File: src/hw/rtl/adts_fp_pkg.sv
// Shared types, constants and the sampling-rate table for the ADTS frame parser.
package adts_fp_pkg;

   // Counter width default for the frame and byte counts
   localparam int COUNT_WIDTH_DEF = 32;

   // Header geometry
   localparam int HDR_BYTES = 7;
   localparam int LEN_WIDTH = 13;
   localparam logic [LEN_WIDTH-1:0] HDR_LEN     = LEN_WIDTH'(HDR_BYTES);
   localparam logic [LEN_WIDTH-1:0] HDR_LAST    = LEN_WIDTH'(HDR_BYTES - 1);
   localparam logic [LEN_WIDTH-1:0] POS_SYNC0   = LEN_WIDTH'(0);
   localparam logic [LEN_WIDTH-1:0] POS_SYNC1   = LEN_WIDTH'(1);

   // Sync word checks
   localparam logic [7:0] SYNC_BYTE0 = 8'hFF;
   localparam logic [7:0] SYNC_MASK1 = 8'hF6;
   localparam logic [7:0] SYNC_BYTE1 = 8'hF0;

   // Result status codes
   localparam logic [1:0] STATUS_OK    = 2'd0;
   localparam logic [1:0] STATUS_SYNC  = 2'd1;
   localparam logic [1:0] STATUS_SHORT = 2'd2;

   typedef struct packed {
      logic [7:0] data_byte;
      logic       new_stream;
   } req_type;

   typedef struct packed {
      logic [1:0]  status;
      logic        mpeg_id;
      logic        crc_absent;
      logic [1:0]  profile;
      logic [3:0]  rate_index;
      logic [16:0] sample_rate_hz;
      logic [2:0]  channel_config;
      logic [12:0] frame_bytes;
      logic [10:0] buffer_fullness;
      logic [1:0]  raw_blocks;
      logic [31:0] frame_index;
      logic [31:0] byte_total;
   } rsp_type;

   // Sampling frequency table, reserved indices read as zero
   function automatic logic [16:0] rate_lookup(input logic [3:0] idx);
      logic [16:0] hz;
      case (idx)
         4'd0:    hz = 17'd96000;
         4'd1:    hz = 17'd88200;
         4'd2:    hz = 17'd64000;
         4'd3:    hz = 17'd48000;
         4'd4:    hz = 17'd44100;
         4'd5:    hz = 17'd32000;
         4'd6:    hz = 17'd24000;
         4'd7:    hz = 17'd22050;
         4'd8:    hz = 17'd16000;
         4'd9:    hz = 17'd12000;
         4'd10:   hz = 17'd11025;
         4'd11:   hz = 17'd8000;
         4'd12:   hz = 17'd7350;
         default: hz = 17'd0;
      endcase
      return hz;
   endfunction

endpackage

File: src/hw/rtl/adts_fp_decode.sv
// Field extraction from the six stored header bytes plus the seventh byte.
module adts_fp_decode
   import adts_fp_pkg::*;
(
   input  logic [47:0]          hdr_bytes,
   input  logic [7:0]           last_byte,
   output rsp_type              fields,
   output logic [LEN_WIDTH-1:0] frame_len
);

   logic [7:0] h1, h2, h3, h4, h5;

   assign h1 = hdr_bytes[39:32];
   assign h2 = hdr_bytes[31:24];
   assign h3 = hdr_bytes[23:16];
   assign h4 = hdr_bytes[15:8];
   assign h5 = hdr_bytes[7:0];

   assign frame_len = {h3[1:0], h4, h5[7:5]};

   // ISO bit layout; counters are filled in by the top level
   always_comb begin
      fields                 = '0;
      fields.status          = STATUS_OK;
      fields.mpeg_id         = h1[3];
      fields.crc_absent      = h1[0];
      fields.profile         = h2[7:6];
      fields.rate_index      = h2[5:2];
      fields.sample_rate_hz  = rate_lookup(h2[5:2]);
      fields.channel_config  = {h2[0], h3[7:6]};
      fields.frame_bytes     = frame_len;
      fields.buffer_fullness = {h5[4:0], last_byte[7:2]};
      fields.raw_blocks      = last_byte[1:0];
   end

endmodule

File: src/hw/rtl/adts_frame_parser.sv
// ADTS frame parser top level: byte input stage, parse state, result register.
//
//   channel | dir | handshake              | payload
//   --------+-----+------------------------+------------------------------
//   req_    | in  | req_valid / req_stall  | req_data  (req_type)
//   rsp_    | out | rsp_valid / rsp_stall  | rsp_data  (rsp_type)
//
// One byte per cycle unless a stalled result holds a byte; a taken byte waits in
// the input stage until it is parsed into the result register that offers it.
// Reset is synchronous and clears the parse state and both valid flags.
// A stalled result blocks only bytes that produce a result; payload bytes keep
// flowing. req_stall follows rsp_stall in the same cycle through the input stage.
module adts_frame_parser
   import adts_fp_pkg::*;
#(
   parameter int COUNT_WIDTH = COUNT_WIDTH_DEF
)(
   input  logic    clock,
   input  logic    reset,
   input  logic    req_valid,
   output logic    req_stall,
   input  req_type req_data,
   output logic    rsp_valid,
   input  logic    rsp_stall,
   output rsp_type rsp_data
);

   typedef enum logic [2:0] {
      PH_HEADER  = 3'b001,
      PH_PAYLOAD = 3'b010,
      PH_HALTED  = 3'b100
   } phase_type;

   // Input stage
   logic    in_valid_ff, in_valid_in;
   req_type in_data_ff;

   // Parse state
   phase_type              phase_ff, phase_in;
   logic [LEN_WIDTH-1:0]   pos_ff, pos_in;
   logic [47:0]            hdr_ff, hdr_in;
   logic [LEN_WIDTH-1:0]   len_ff, len_in;
   logic [COUNT_WIDTH-1:0] frames_ff, frames_in;
   logic [COUNT_WIDTH-1:0] bytes_ff, bytes_in;

   // Result register
   logic    rsp_valid_ff, rsp_valid_in;
   rsp_type rsp_data_ff;

   // Working signals
   phase_type              eff_phase;
   logic [LEN_WIDTH-1:0]   eff_pos, eff_len, pos_next;
   logic [47:0]            eff_hdr;
   logic [COUNT_WIDTH-1:0] eff_frames, eff_bytes;
   logic [COUNT_WIDTH:0]   byte_sum;
   logic [7:0]             cur_byte;
   rsp_type                dec_fields, result;
   logic [LEN_WIDTH-1:0]   dec_len;
   logic                   has_result, out_free, advance;

   adts_fp_decode u_decode (
      .hdr_bytes (eff_hdr),
      .last_byte (cur_byte),
      .fields    (dec_fields),
      .frame_len (dec_len)
   );

   // Handshake between the stages
   assign out_free  = !rsp_valid_ff || !rsp_stall;
   assign advance   = in_valid_ff && (!has_result || out_free);
   assign req_stall = in_valid_ff && !advance;

   // New-stream flag clears state ahead of the byte it travels with
   assign cur_byte   = in_data_ff.data_byte;
   assign eff_phase  = in_data_ff.new_stream ? PH_HEADER : phase_ff;
   assign eff_pos    = in_data_ff.new_stream ? '0 : pos_ff;
   assign eff_hdr    = in_data_ff.new_stream ? '0 : hdr_ff;
   assign eff_len    = in_data_ff.new_stream ? '0 : len_ff;
   assign eff_frames = in_data_ff.new_stream ? '0 : frames_ff;
   assign eff_bytes  = in_data_ff.new_stream ? '0 : bytes_ff;

   assign pos_next = eff_pos + LEN_WIDTH'(1);
   assign byte_sum = {1'b0, eff_bytes} + {{(COUNT_WIDTH-LEN_WIDTH+1){1'b0}}, dec_len};

   // Parse step for the byte in the input stage
   always_comb begin
      phase_in   = eff_phase;
      pos_in     = eff_pos;
      hdr_in     = eff_hdr;
      len_in     = eff_len;
      frames_in  = eff_frames;
      bytes_in   = eff_bytes;
      has_result = 1'b0;
      result             = dec_fields;
      result.frame_index = 32'(eff_frames);
      result.byte_total  = 32'(eff_bytes);
      case (eff_phase)
         PH_PAYLOAD: begin
            pos_in = pos_next;
            if (pos_next >= eff_len) begin
               phase_in = PH_HEADER;
               pos_in   = '0;
            end
         end
         PH_HEADER: begin
            if ((eff_pos == POS_SYNC0 && cur_byte != SYNC_BYTE0) ||
                (eff_pos == POS_SYNC1 && (cur_byte & SYNC_MASK1) != SYNC_BYTE1)) begin
               // sync lost: header fields read as zero
               has_result         = 1'b1;
               result             = '0;
               result.status      = STATUS_SYNC;
               result.frame_index = 32'(eff_frames);
               result.byte_total  = 32'(eff_bytes);
               phase_in           = PH_HALTED;
            end else if (eff_pos < HDR_LAST) begin
               hdr_in = {eff_hdr[39:0], cur_byte};
               pos_in = pos_next;
            end else begin
               has_result = 1'b1;
               if (dec_len < HDR_LEN) begin
                  result.status = STATUS_SHORT;
                  phase_in      = PH_HALTED;
               end else begin
                  frames_in = (&eff_frames) ? eff_frames
                                            : eff_frames + {{(COUNT_WIDTH-1){1'b0}}, 1'b1};
                  bytes_in  = byte_sum[COUNT_WIDTH] ? {COUNT_WIDTH{1'b1}}
                                                    : byte_sum[COUNT_WIDTH-1:0];
                  result.byte_total = 32'(bytes_in);
                  hdr_in = '0;
                  if (dec_len == HDR_LEN) begin
                     phase_in = PH_HEADER;
                     pos_in   = '0;
                  end else begin
                     phase_in = PH_PAYLOAD;
                     pos_in   = HDR_LEN;
                     len_in   = dec_len;
                  end
               end
            end
         end
         PH_HALTED: begin
            phase_in = PH_HALTED;
         end
         default: begin
            phase_in = PH_HALTED;
         end
      endcase
   end

   // Valid flags for the two stages
   assign in_valid_in  = req_stall ? 1'b1 : req_valid;
   assign rsp_valid_in = (advance && has_result) ? 1'b1 : (rsp_valid_ff && rsp_stall);

   // Control registers
   always_ff @(posedge clock) begin
      if (reset) begin
         in_valid_ff  <= 1'b0;
         rsp_valid_ff <= 1'b0;
         phase_ff     <= PH_HEADER;
         pos_ff       <= '0;
         frames_ff    <= '0;
         bytes_ff     <= '0;
      end else begin
         in_valid_ff  <= in_valid_in;
         rsp_valid_ff <= rsp_valid_in;
         if (advance) begin
            phase_ff  <= phase_in;
            pos_ff    <= pos_in;
            frames_ff <= frames_in;
            bytes_ff  <= bytes_in;
         end
      end
   end

   // Header and length registers
   always_ff @(posedge clock) begin
      if (reset) begin
         hdr_ff <= '0;
         len_ff <= '0;
      end else if (advance) begin
         hdr_ff <= hdr_in;
         len_ff <= len_in;
      end
   end

   // Payload registers
   always_ff @(posedge clock) begin
      if (req_valid && !req_stall) begin
         in_data_ff <= req_data;
      end
      if (advance && has_result) begin
         rsp_data_ff <= result;
      end
   end

   assign rsp_valid = rsp_valid_ff;
   assign rsp_data  = rsp_data_ff;

   // Header collection never runs past the seventh header byte
   a_hdr_pos: assert property (@(posedge clock) disable iff (reset)
      phase_ff == PH_HEADER |-> pos_ff < HDR_LEN)
      else $error("header position out of range");

   // Payload skip stays inside a frame longer than its header
   a_payload_pos: assert property (@(posedge clock) disable iff (reset)
      phase_ff == PH_PAYLOAD |-> (pos_ff < len_ff && len_ff > HDR_LEN))
      else $error("payload position beyond frame length");

   // Every error result leaves the parser halted
   a_err_halt: assert property (@(posedge clock) disable iff (reset)
      (advance && has_result && result.status != STATUS_OK) |=> phase_ff == PH_HALTED)
      else $error("parser not halted after error");

endmodule
File: config.mk
export PLATFORM = sky130hd
export DESIGN_NAME = adts_frame_parser
export DESIGN_NICKNAME = d
export VERILOG_FILES = /design/src/hw/rtl/adts_fp_pkg.sv /design/src/hw/rtl/adts_fp_decode.sv /design/src/hw/rtl/adts_frame_parser.sv
export SDC_FILE = /design/constraint.sdc
export NUM_CORES = 1
export LEC_CHECK = 0
export BUFFER_PORTS_ARGS = -buffer_cell sky130_fd_sc_hd__buf_2
export CAP_MARGIN = 0
export CORE_ASPECT_RATIO = 1.25
export CORE_MARGIN = 3
export CORE_UTILIZATION = 50
export DETAILED_ROUTE_END_ITERATION = 10
export HOLD_SLACK_MARGIN = 0.05
export PLACE_DENSITY = 0.69
export REMOVE_ABC_BUFFERS = 1
export SLEW_MARGIN = 20
export SYNTH_ARGS = -nofsm -noshare
export SYNTH_HDL_FRONTEND = slang
export SYNTH_HIERARCHICAL = 1
export SYNTH_SLANG_ARGS = --single-unit
export TNS_END_PERCENT = 20
File: constraint.sdc
create_clock -name clock -period 15.54 [get_ports clock]
set_clock_uncertainty 0.15 [all_clocks]
set_input_delay 0.777 -clock clock [delete_from_list [all_inputs] [get_ports clock]]
set_output_delay 0.777 -clock clock [all_outputs]
set_load 0.05 [all_outputs]
Word-level counts from Yosys, hierarchy flattened
Memory sizes are Yosys's and may differ from the RTL's. Cells that the tools add are included.

Memories kept: 1. Input bits: 13. Output and inout bits: 122. Memory bits (read-only): 272. Bits in registers: 272.

Add/subtract/negate cells: 3. Bitwise gates (word level): 1. Reductions and logical operators: 18. Mux-type cells: 47. Eq/ne operators: 6. Magnitude comparators: 3.

Memories: (no name shown) (words 16, width 17, rd ports 1, clocked after memory_dff 0, write ports 0, RTL line adts_fp_pkg.sv:48) `case (idx)`.

Operator list (count): $mux 32 (12); $mux 48 (5); $mux 13 (11); $mux 118 (1); $mux 86 (1); $add 32x13->33 (1); $add 32x1->32 const B (1); $reduce_and 32->1 (1); $lt 13x3->1 const B (2); $pmux 13 s2 (1); $mux 3 (6); $add 13x1->13 const B (1); $eq 13x1->1 const B (1); $eq 13x3->1 const B (1); $ge 13x13->1 (1); $logic_not 13->1 (1); $ne 8x8->1 const B (1); $logic_and 1x1->1 (7); $mux 1 (7); $ne 6x6->1 const B (1); $pmux 3 s2 (1); $logic_not 1->1 (5); $mux 2 (2); $eq 3x1->1 const B (1); 4 further kinds (6).

Logic depth before layout (Yosys ltp)
Gate-level depths: netlist (run 1).

Depth in word-level cells: 13. Gate-level depth with buffers: 18.

Cells and area by module
Netlist (run 1), hierarchy kept.

By module, submodules not included: adts_frame_parser (times used 1, cells an instance 1311, area each 13240.2 um2, sequential area each 6736.5 um2); adts_fp_decode (times used 1, cells an instance 167, area each 1280.0 um2, sequential area each 0.0 um2).

Worst setup path before layout (run 1)
Ideal clock, no wire load.

Path kind: flip-flop to flip-flop. Start: register in_data_ff[0] in the netlist's numbering. End: register rsp_data_ff (netlist bit rsp_data[0]) (enable). Stages on the path, launching flop included: 13. Setup slack: 4056 ps. Period minus slack after synthesis: 11484 ps. Arrival time: 10588 ps. Setup time: 747 ps. Cell sequence: edfxtp_1 -> nor2b_1 -> inv_1 -> ha_1 -> or3_1 -> o221ai_1 -> o21a_1 -> buf_6 -> o31ai_4 -> buf_2 -> buf_2 -> buf_2 -> nor3_1.

Cells in the longest elaborated chain, start to end: 10. Elaborated cells on any way between the ends: 16. Those cells by class: 1 x order compare; 2 x eq/ne; 5 x mux; 8 x reduce/logical.

Ends and longest elaborated chain: start: declaration (RTL line adts_frame_parser.sv:36) `req_type in_data_ff;`; start signal: assignment (RTL line adts_frame_parser.sv:189) `in_data_ff <= req_data;`; parallel branches: the longest is 5 deep, another holds $lt 13x3->1; $mux 1 (*) (RTL line adts_frame_parser.sv:97) `case (eff_phase)`; $logic_not 1->1 (RTL line adts_frame_parser.sv:70) `assign advance = in_valid_ff && (!has_result || out_free);`; $logic_or 1x1->1 (RTL line adts_frame_parser.sv:70); $logic_and 1x1->1 (RTL line adts_frame_parser.sv:70); $logic_and 1x1->1 (*) (RTL line adts_frame_parser.sv:191) `if (advance && has_result) begin`; end signal: assignment (RTL line adts_frame_parser.sv:192) `rsp_data_ff <= result;`; end: declaration (RTL line adts_frame_parser.sv:48) `rsp_type rsp_data_ff;`.

Every way passes the cells marked *. A chain may end at the register's enable or synchronous reset.

Worst setup path after layout (run 1)
Start: register in_data_ff[0] in the netlist's numbering. End: register rsp_data_ff (netlist bit rsp_data[24]) (enable).

Same word-level chain as after synthesis.

==> out/results.ini, run 1 <==
[worst_hold_path]
holdPathStages = 1
min_from = req_data[8]
holdCritPathClass = in2reg
holdPathEnd = cur_byte[7]$_DFFE_PP_

[placed_design]
io_buffers = 134
hpwl_um = 20900
dp_slack_ns = 10.25
gp_congestion = 0.902

[route]
vias = 10275
vias_per_cell = 5.80
drc = 0
first_pass_iters = 5
wirelength_um = 32000
drt-initial-drc-count = 608
wl_per_cell_um = 18.1
ant_nets = 0

[clocking]
htree_levels = 1
clock_sinks = 257
cts_tree = built
ctsHoldBuffers = 0
clkTransAtPathRegs_ns = 0.07
cts_root_buffer = clkbuf_16
cts_made_buffers = 26
insertion_delay_ns = 0.54
clockBufferDepth = 3
post_cts_resized = 0
post_cts_buffers = 0

[sta]
fin_crit_sh_pct = 34.5
worst_slew_pin_slew_ns = 1.04
hold_viol = 0
fin_crit_ns = 5.36
setup-tns-final_ns = 0
drv_slew = 0
max_freq_mhz = 187
slew_headroom_pct = 30.5
rsz0062_at_grt = no
setup_violations = 0
setup_ws_ns = 10.18

[global_route]
overflow = 0
grt_usage_pct = 21.6
grt_pass1_vias = 10255
antenna_found_initial = 0
grt_max_degree = 83
grt_pass1_wl_um = 52500

[critical_path]
cp_max_fo = 78
worstSetupEndpointType = flip-flop
reg2reg_depth = 11
slowest_stage = buf_4
startpoint_type = flip-flop
required_ns = 15.54
r2r_start = in_data_ff[0]$_DFFE_PP_
crit_buf_inv = 4
slowest_delay_ns = 0.81
crit_top_cell = buf_4
rr_endpoint = rsp_data[24]$_DFFE_PP_
cp_top_family = buffers and inverters
rrSetupSlack_ns = 10.18
crit_chain = buf_4, inv_2, nand2_1, ha_1, or3_1, o221ai_1, o21a_1, o31ai_4, nor3_2, buf_4, buf_4
arrival_ns = 5.36
path_class = reg2reg

[power]
p_clk_share_pct = 42.9
p_sw_uw = 393
intPower_uw = 1150
ir_worst_vdd_uv = 68.7
pwr-share-comb_pct = 9.2
power_density_nw_per_um2 = 104
p_sw_share_pct = 25.4
p_seq_share_pct = 48.0
leakagePower_uw = 0.00543

[final_layout]
regArea_sq_um = 6440
nNetsFinal = 1463
fillers = 2321
multi_input_area_sq_um = 6190
syn2layout_area_growth_pct = 10.2
drive_gt1_share_pct = 16.6
num_antenna_cells = 0

[outcome]
outcome = completed

[synthesis]
syn-mean-instance-area_sq_um = 9.87
synth_cells = 1367
netlist_area_sq_um = 13500
yosysWarningCount = 6

[floorplan]
row_count = 66
die_h_um = 190
dieArea_sq_um = 29000
core-area_sq_um = 26300
die_w_um = 153
pin_count = 135
initial_core_util_pct = 51.4

[run]
maxCapViolations = 0

-- metrics by stage --
stage / utilization (%) / instances / instance area, sq um / power, uW / hold slack [ns]
final: 56.6 / 1772 / 14900 / 1550 / 0.263
after global routing: 56.6 / 1772 / 14900 / 1600 / 0.249
after CTS: 56.6 / 1772 / 14900 / 1560 / 0.240
after detailed placement: 53.1 / 1724 / 13900 / 898 / 0.296
after global placement: 53.1 / 1724 / 13900 / 896 / 0.287
after floorplan: - / 1233 / 12700 / 860 / 0.276
-- state kept, by name (all words and copies together) (netlist names), 3 cells and up --
name	cells
rsp_data	120
phase_ff	3
pos_ff	13
bytes_ff	32
frames_ff	32
cur_byte	8
len_ff	13
hdr_ff	33
-- worst reg2reg max path, cell delays in order (launching register included) --
cell and delay (ns):
edfxtp_1 0.38, buf_4 0.33, inv_2 0.62, nand2_1 0.25
ha_1 0.26, or3_1 0.37, o221ai_1 0.41, o21a_1 0.53
o31ai_4 0.10, nor3_2 0.12, buf_4 0.52, buf_4 0.82
-- layout make-up --
class / instances / area share [%]
multi-input combinational: 951 / 41.7
clock inverter: 12 / 1.03
tap: 340 / 2.86
clock buffer: 36 / 5.12
timing repair buffer: 151 / 5.37
sequential: 257 / 43.3
inverter: 25 / 0.631
-- per-layer routing --
layer	track usage, %	part of all wire (%)
met3	2.75	4.9
met1	28.0	44
met4	7.75	3.0
met2	37.2	49
met5	0	0
-- power by group through the flow --
stage | registers, uW | logic (uW) | clock network (uW)
final | 742 | 142 | 663
after global placement | 756 | 140 | 0
after global routing | 743 | 150 | 704
after floorplan | 824 | 36.8 | 0
after CTS | 742 | 143 | 679
after detailed placement | 756 | 142 | 0
-- worst max path at each step --
stage,from,end,cells past startpoint
floorplan,in_data_ff[0]$_DFFE_PP_,rsp_data[0]$_DFFE_PP_,7
global placement,in_data_ff[0]$_DFFE_PP_,rsp_data[18]$_DFFE_PP_,11
detailed placement,in_data_ff[0]$_DFFE_PP_,rsp_data[24]$_DFFE_PP_,11
CTS,in_data_ff[0]$_DFFE_PP_,rsp_data[97]$_DFFE_PP_,11
global route,in_data_ff[0]$_DFFE_PP_,rsp_data[31]$_DFFE_PP_,11
finish,in_data_ff[0]$_DFFE_PP_,rsp_data[24]$_DFFE_PP_,11
-- placed cells by master (no fill, tap or decap), drive strengths merged, types with 7 or more instances in the layout --
master  count
buf       151
nor2b     146
edfxtp    129
dfxtp     128
nand2     114
nor2      101
a21oi      78
o21ai      53
a22o       39
nand3      39
ha         37
clkbuf     36
nand4      27
inv        26
xnor2      25
and3       23
nor3       23
o211ai     19
a31oi      17
xor2       16
a22oi      14
nor4       13
and2       12
a211o      11
nand2b     10
a211oi      9
a21o        8
mux2i       7
a31o        7
Note: power is estimated with default switching activity, not from simulation.
==> run 2, diff against run 1 <==
==> constraint.sdc (replaced) <==
create_clock -name clock -period 5.3 [get_ports clock]
set_clock_uncertainty 0.15 [all_clocks]
set_input_delay 0.265 -clock clock [delete_from_list [all_inputs] [get_ports clock]]
set_output_delay 0.265 -clock clock [all_outputs]
set_load 0.05 [all_outputs]
==> run 2 against run 1 <==
Against the previous run:
- wire length down 0.19%
- core utilization up 0.63 points
- largest power group unchanged
- via count about the same
- fmax up 20%
- worst setup slack worse by 9.3 ns
- hold slack worse by 0.19 ns
- critical path depth up 4
- clock power rose to 2.9 times the previous value
==> out/results.ini, run 2 (synthesis gave the netlist of run 1 again) <==
[clocking]
clock_sinks = 257
post_cts_buffers = 0
cts_made_buffers = 26
cts_root_buffer = clkbuf_16
clkTransAtPathRegs_ns = 0.07
htree_levels = 1
insertion_delay_ns = 0.54
cts_tree = built
clockBufferDepth = 3

[final_layout]
num_antenna_cells = 0
finalNonFillerCells = 1788
largest_reg_flops = 120
nNetsFinal = 1479
final_cell_mix = nor2b_1, buf_2, edfxtp_1
drive_gt1_share_pct = 16.6
fin_area_sq_um = 15000
syn2layout_area_growth_pct = 11.4
layout_commonest_cell = nor2b_1

[critical_path]
startpoint_type = flip-flop
path_class = reg2reg
arrival_ns = 4.79
rr_endpoint = pos_ff[7]$_SDFFE_PP0P_
rrSetupSlack_ns = 0.84
worstSetupEndpointType = flip-flop
reg2reg_depth = 15
r2r_start = in_data_ff[0]$_DFFE_PP_
cp_max_fo = 9
required_ns = 5.63

[global_route]
antenna_found_initial = 1
grt_usage_pct = 21.7
grt_pass1_wl_um = 52500
overflow = 0
grt_max_degree = 77
grt_pass1_vias = 10055

[route]
vias = 10271
first_pass_iters = 5
vias_per_cell = 5.74
wirelength_um = 32000
drt-initial-drc-count = 655
ant_nets = 0
drc = 0
wl_per_cell_um = 17.9

[placed_design]
hpwl_um = 21400
io_buffers = 134
place_area_sq_um = 14000
dp_cells = 1730
gp_congestion = 0.909

[run]
maxCapViolations = 0

[power]
ir_worst_vdd_uv = 233
p_sw_uw = 1130
leakagePower_uw = 0.00551
p_clk_share_pct = 42.5
p_seq_share_pct = 48.1
power_density_nw_per_um2 = 301
p_sw_share_pct = 25.1
pwr-share-comb_pct = 9.4
intPower_uw = 3380

[floorplan]
initial_core_util_pct = 51.4
die_h_um = 190
die_w_um = 153
core-area_sq_um = 26300
dieArea_sq_um = 29000
pin_count = 135
row_count = 66

[sta]
max_freq_mhz = 224
fin_crit_ns = 4.46
setup_violations = 0
drv_slew = 0
whs_ns = 0.0694
rsz0062_at_grt = no
fin_crit_sh_pct = 84.1
hold_viol = 0
worst_slew_pin_slew_ns = 0.939
slew_headroom_pct = 37.2

[worst_hold_path]
holdCritPathClass = in2reg
holdPathStages = 3
holdPathEnd = rsp_valid$_SDFF_PP0_
min_from = rsp_stall

[outcome]
outcome = completed

run 2: changes by cell type in the layout (fill, tap and decap cells not counted):
| cell | change |
|---|---|
| buf_12 | +2 |
| buf_4 | +4 |
| bufinv_16 | -1 |
| clkbuf_1 | +2 |
| clkbuf_16 | +1 |
| clkbuf_8 | +1 |
| clkinv_2 | -1 |
| clkinvlp_4 | -3 |
| dlygate4sd3_1 | +10 |
| inv_6 | +2 |
| inv_8 | -1 |
run 2: through the flow:
stage	power (uW)	setup TNS, ns	utilization (%)	setup WS [ns]
after floorplan	2520	-1231.66	-	-8.15
after global placement	2640	0	53.4	1.01
after detailed placement	2640	0	53.4	0.885
after CTS	4570	0	57.2	0.834
after global routing	4660	0	57.2	0.405
final	4520	0	57.2	0.840
run 2: layer usage:
metal  global-route usage, %  routed length [um]  vias up
met5                       0                   0        -
met4                    7.27                 932        0
met3                    3.19                1750       65
met2                    37.2               15500      311
met1                    28.2               13700     4884
li1                        -                   -     5011
run 2: what timing repair did:
item                      4_1_cts  5_1_grt
hold endpoints to repair       10        0
hold buffers                   10        0
resized for setup               0        0
run 2: how the worst max path moves through the flow:
stage,start,endpoint,slack [ns],cells past startpoint
2_1_floorplan,in_data_ff[0]$_DFFE_PP_,rsp_data[0]$_DFFE_PP_,-8.15,7
3_3_place_gp,in_data_ff[0]$_DFFE_PP_,pos_ff[7]$_SDFFE_PP0P_,1.01,15
3_5_place_dp,in_data_ff[0]$_DFFE_PP_,pos_ff[7]$_SDFFE_PP0P_,0.89,15
4_1_cts,in_data_ff[0]$_DFFE_PP_,pos_ff[7]$_SDFFE_PP0P_,0.83,15
5_1_grt,in_data_ff[0]$_DFFE_PP_,pos_ff[7]$_SDFFE_PP0P_,0.41,15
6_report,in_data_ff[0]$_DFFE_PP_,pos_ff[7]$_SDFFE_PP0P_,0.84,15
run 2: cell type report:
class / instances / area (sq um)
Clock buffer: 40 / 807
Fill cell: 2266 / 11200
Clock inverter: 8 / 101
Tap cell: 340 / 425
Sequential cell: 257 / 6440
Inverter: 25 / 93.8
Timing Repair Buffer: 167 / 968
Multi-Input combinational cell: 951 / 6190
run 2: critical path, cell delays in order, from the launching register on:
cell	delay, ns
edfxtp_1	0.46
nor2b_1	0.35
ha_1	0.32
and4_1	0.30
and3_1	0.29
nand3_1	0.12
xor2_1	0.14
nor2_1	0.07
ha_1	0.36
a21oi_1	0.15
o21ai_0	0.18
nor4_1	0.30
a21oi_1	0.24
a2111oi_4	0.63
and3_1	0.24
a31o_1	0.09
run 2: power groups by stage:
stage                     Sequential [uW]  Clock (uW)  Combinational (uW)
after CTS                            2170        1960                 429
after floorplan                      2420           0                 108
after global placement               2210           0                 421
final                                2170        1920                 425
after global routing                 2180        2030                 452
after detailed placement             2210           0                 423
==> run 3, diff against run 2 <==
==> constraint.sdc (replaced) <==
create_clock -name clock -period 4.6 [get_ports clock]
set_clock_uncertainty 0.15 [all_clocks]
set_input_delay 0.23 -clock clock [delete_from_list [all_inputs] [get_ports clock]]
set_output_delay 0.23 -clock clock [all_outputs]
set_load 0.05 [all_outputs]
==> run 3 against run 2 <==
Against the previous run:
- global-route usage down 0.52 points
- core utilization down 0.15 points
- sequential share of layout area up 0.11 points
- via count about the same
- final cell count up 0.17%
- hold slack better by 0.023 ns
- critical path depth up 3
- combinational power up 16%
- largest power group unchanged
- highest routed layer unchanged
==> out/results.ini, run 3 (synthesis gave the netlist of run 1 again) <==
[outcome]
outcome = completed

[final_layout]
nNetsFinal = 1484
utilization_pct = 57.1
final_cell_mix = nor2b_1, buf_2, edfxtp_1
layout_commonest_cell = nor2b_1
finalNonFillerCells = 1791
largest_reg_flops = 120
drive_gt1_share_pct = 16.9
fillers = 2319
num_antenna_cells = 0
syn2layout_area_growth_pct = 11.1

[critical_path]
slowest_stage = edfxtp_1
path_class = reg2reg
startpoint_type = flip-flop
worstSetupEndpointType = flip-flop
cp_max_fo = 9
slowest_delay_ns = 0.48
crit_chain = inv_2, nand2_1, inv_1, ha_1, and4_1, and3_1, nand3_1, xor2_1, nor2_1, ha_1, a21oi_1, o21ai_0, nor4_1, a21oi_2, a2111oi_4, buf_4, and3_1, a31o_1
arrival_ns = 4.51
required_ns = 4.91

[route]
vias = 10276
vias_per_cell = 5.74
first_pass_iters = 6
drc = 0
wirelength_um = 30900
drt-initial-drc-count = 619
ant_nets = 0
wl_per_cell_um = 17.3

[global_route]
overflow = 0
grt_pass1_vias = 10191
antenna_found_initial = 0
grt_usage_pct = 21.1
grt_max_degree = 94
grt_pass1_wl_um = 51600

[sta]
slew_headroom_pct = 33.3
hold_viol = 0
worst_slew_pin_slew_ns = 0.999
drv_slew = 0
rsz0062_at_grt = no
setup_violations = 0
fin_crit_sh_pct = 91.2
fin_crit_ns = 4.20
max_freq_mhz = 238

[clocking]
htree_levels = 1
cts_made_buffers = 25
clkTransAtPathRegs_ns = 0.07
clockBufferDepth = 3
cts_root_buffer = clkbuf_16
insertion_delay_ns = 0.52
clock_sinks = 257
cts_tree = built

[floorplan]
die_w_um = 153
pin_count = 135
core-area_sq_um = 26300
dieArea_sq_um = 29000
initial_core_util_pct = 51.4
die_h_um = 190
row_count = 66

[placed_design]
io_buffers = 134
dp_cells = 1735
gp_congestion = 0.905
hpwl_um = 21000

[power]
leakagePower_uw = 0.00549
power_density_nw_per_um2 = 332
ir_worst_vdd_uv = 266

[run]
maxCapViolations = 0

[worst_hold_path]
holdCritPathClass = in2reg

-- run 3: per-stage QoR --
stage,total power (uW),worst slack [ns],hold WS [ns],area [sq um],TNS [ns]
after global routing,5160,0.0954,0.0937,15000,0
after global placement,3040,0.507,0.266,14100,0
after detailed placement,3040,0.398,0.269,14100,0
after CTS,5020,0.371,0.0695,15000,0
final,4970,0.404,0.0922,15000,0
after floorplan,2910,-8.85,0.142,12700,-1471.74
-- run 3: layout make-up --
| class | instances | area [sq um] | share of cell area, % |
|---|---|---|---|
| tap | 340 | 425 | 2.84 |
| inverter | 25 | 93.8 | 0.626 |
| sequential | 257 | 6440 | 42.9 |
| multi-input combinational | 951 | 6200 | 41.4 |
| clock inverter | 14 | 105 | 0.701 |
| clock buffer | 31 | 688 | 4.59 |
| timing repair buffer | 173 | 1040 | 6.95 |
-- run 3: report_power, final --
part | internal, uW | switching (uW)
Combinational | 99.7 | 393
Clock | 1120 | 860
Sequential | 2480 | 24.5
-- run 3: worst paths after layout --
path / from / endpoint / slack, ns / cells after the start
min reg2reg: bytes_ff[7]$_SDFFE_PP0P_ / bytes_ff[7]$_SDFFE_PP0P_ / 0.30 / 2
max reg2reg: in_data_ff[0]$_DFFE_PP_ / pos_ff[7]$_SDFFE_PP0P_ / 0.40 / 18
min: reset / len_ff[0]$_SDFFE_PP0P_ / 0.09 / 2
max: in_data_ff[0]$_DFFE_PP_ / pos_ff[7]$_SDFFE_PP0P_ / 0.40 / 18
-- run 3: worst max-delay path: cells and delay by family, from the launching register on --
| kind | cells | cell delay [ns] |
|---|---|---|
| compound gates | 5 | 0.89 |
| fa+ha+maj | 2 | 0.55 |
| buf+inv | 3 | 0.41 |
| simple gates | 7 | 1.49 |
| flops | 1 | 0.48 |
| xor+xnor | 1 | 0.15 |
-- run 3: layer usage --
| metal | GRT usage, % | up-vias | share of wire (%) |
|---|---|---|---|
| li1 | - | 5025 | - |
| met1 | 27.0 | 4892 | 43 |
| met2 | 36.8 | 294 | 49 |
| met3 | 3.55 | 65 | 5.5 |
| met4 | 6.68 | 0 | 2.8 |
| met5 | 0 | - | 0 |
-- run 3: what timing repair did --
item                                   in CTS  in global routing
endpoints found under the hold margin      11                  0
setup endpoints to repair                   0                  2
hold buffers                               11                  0
gates resized for setup                     0                  1
setup buffers                               0                  0
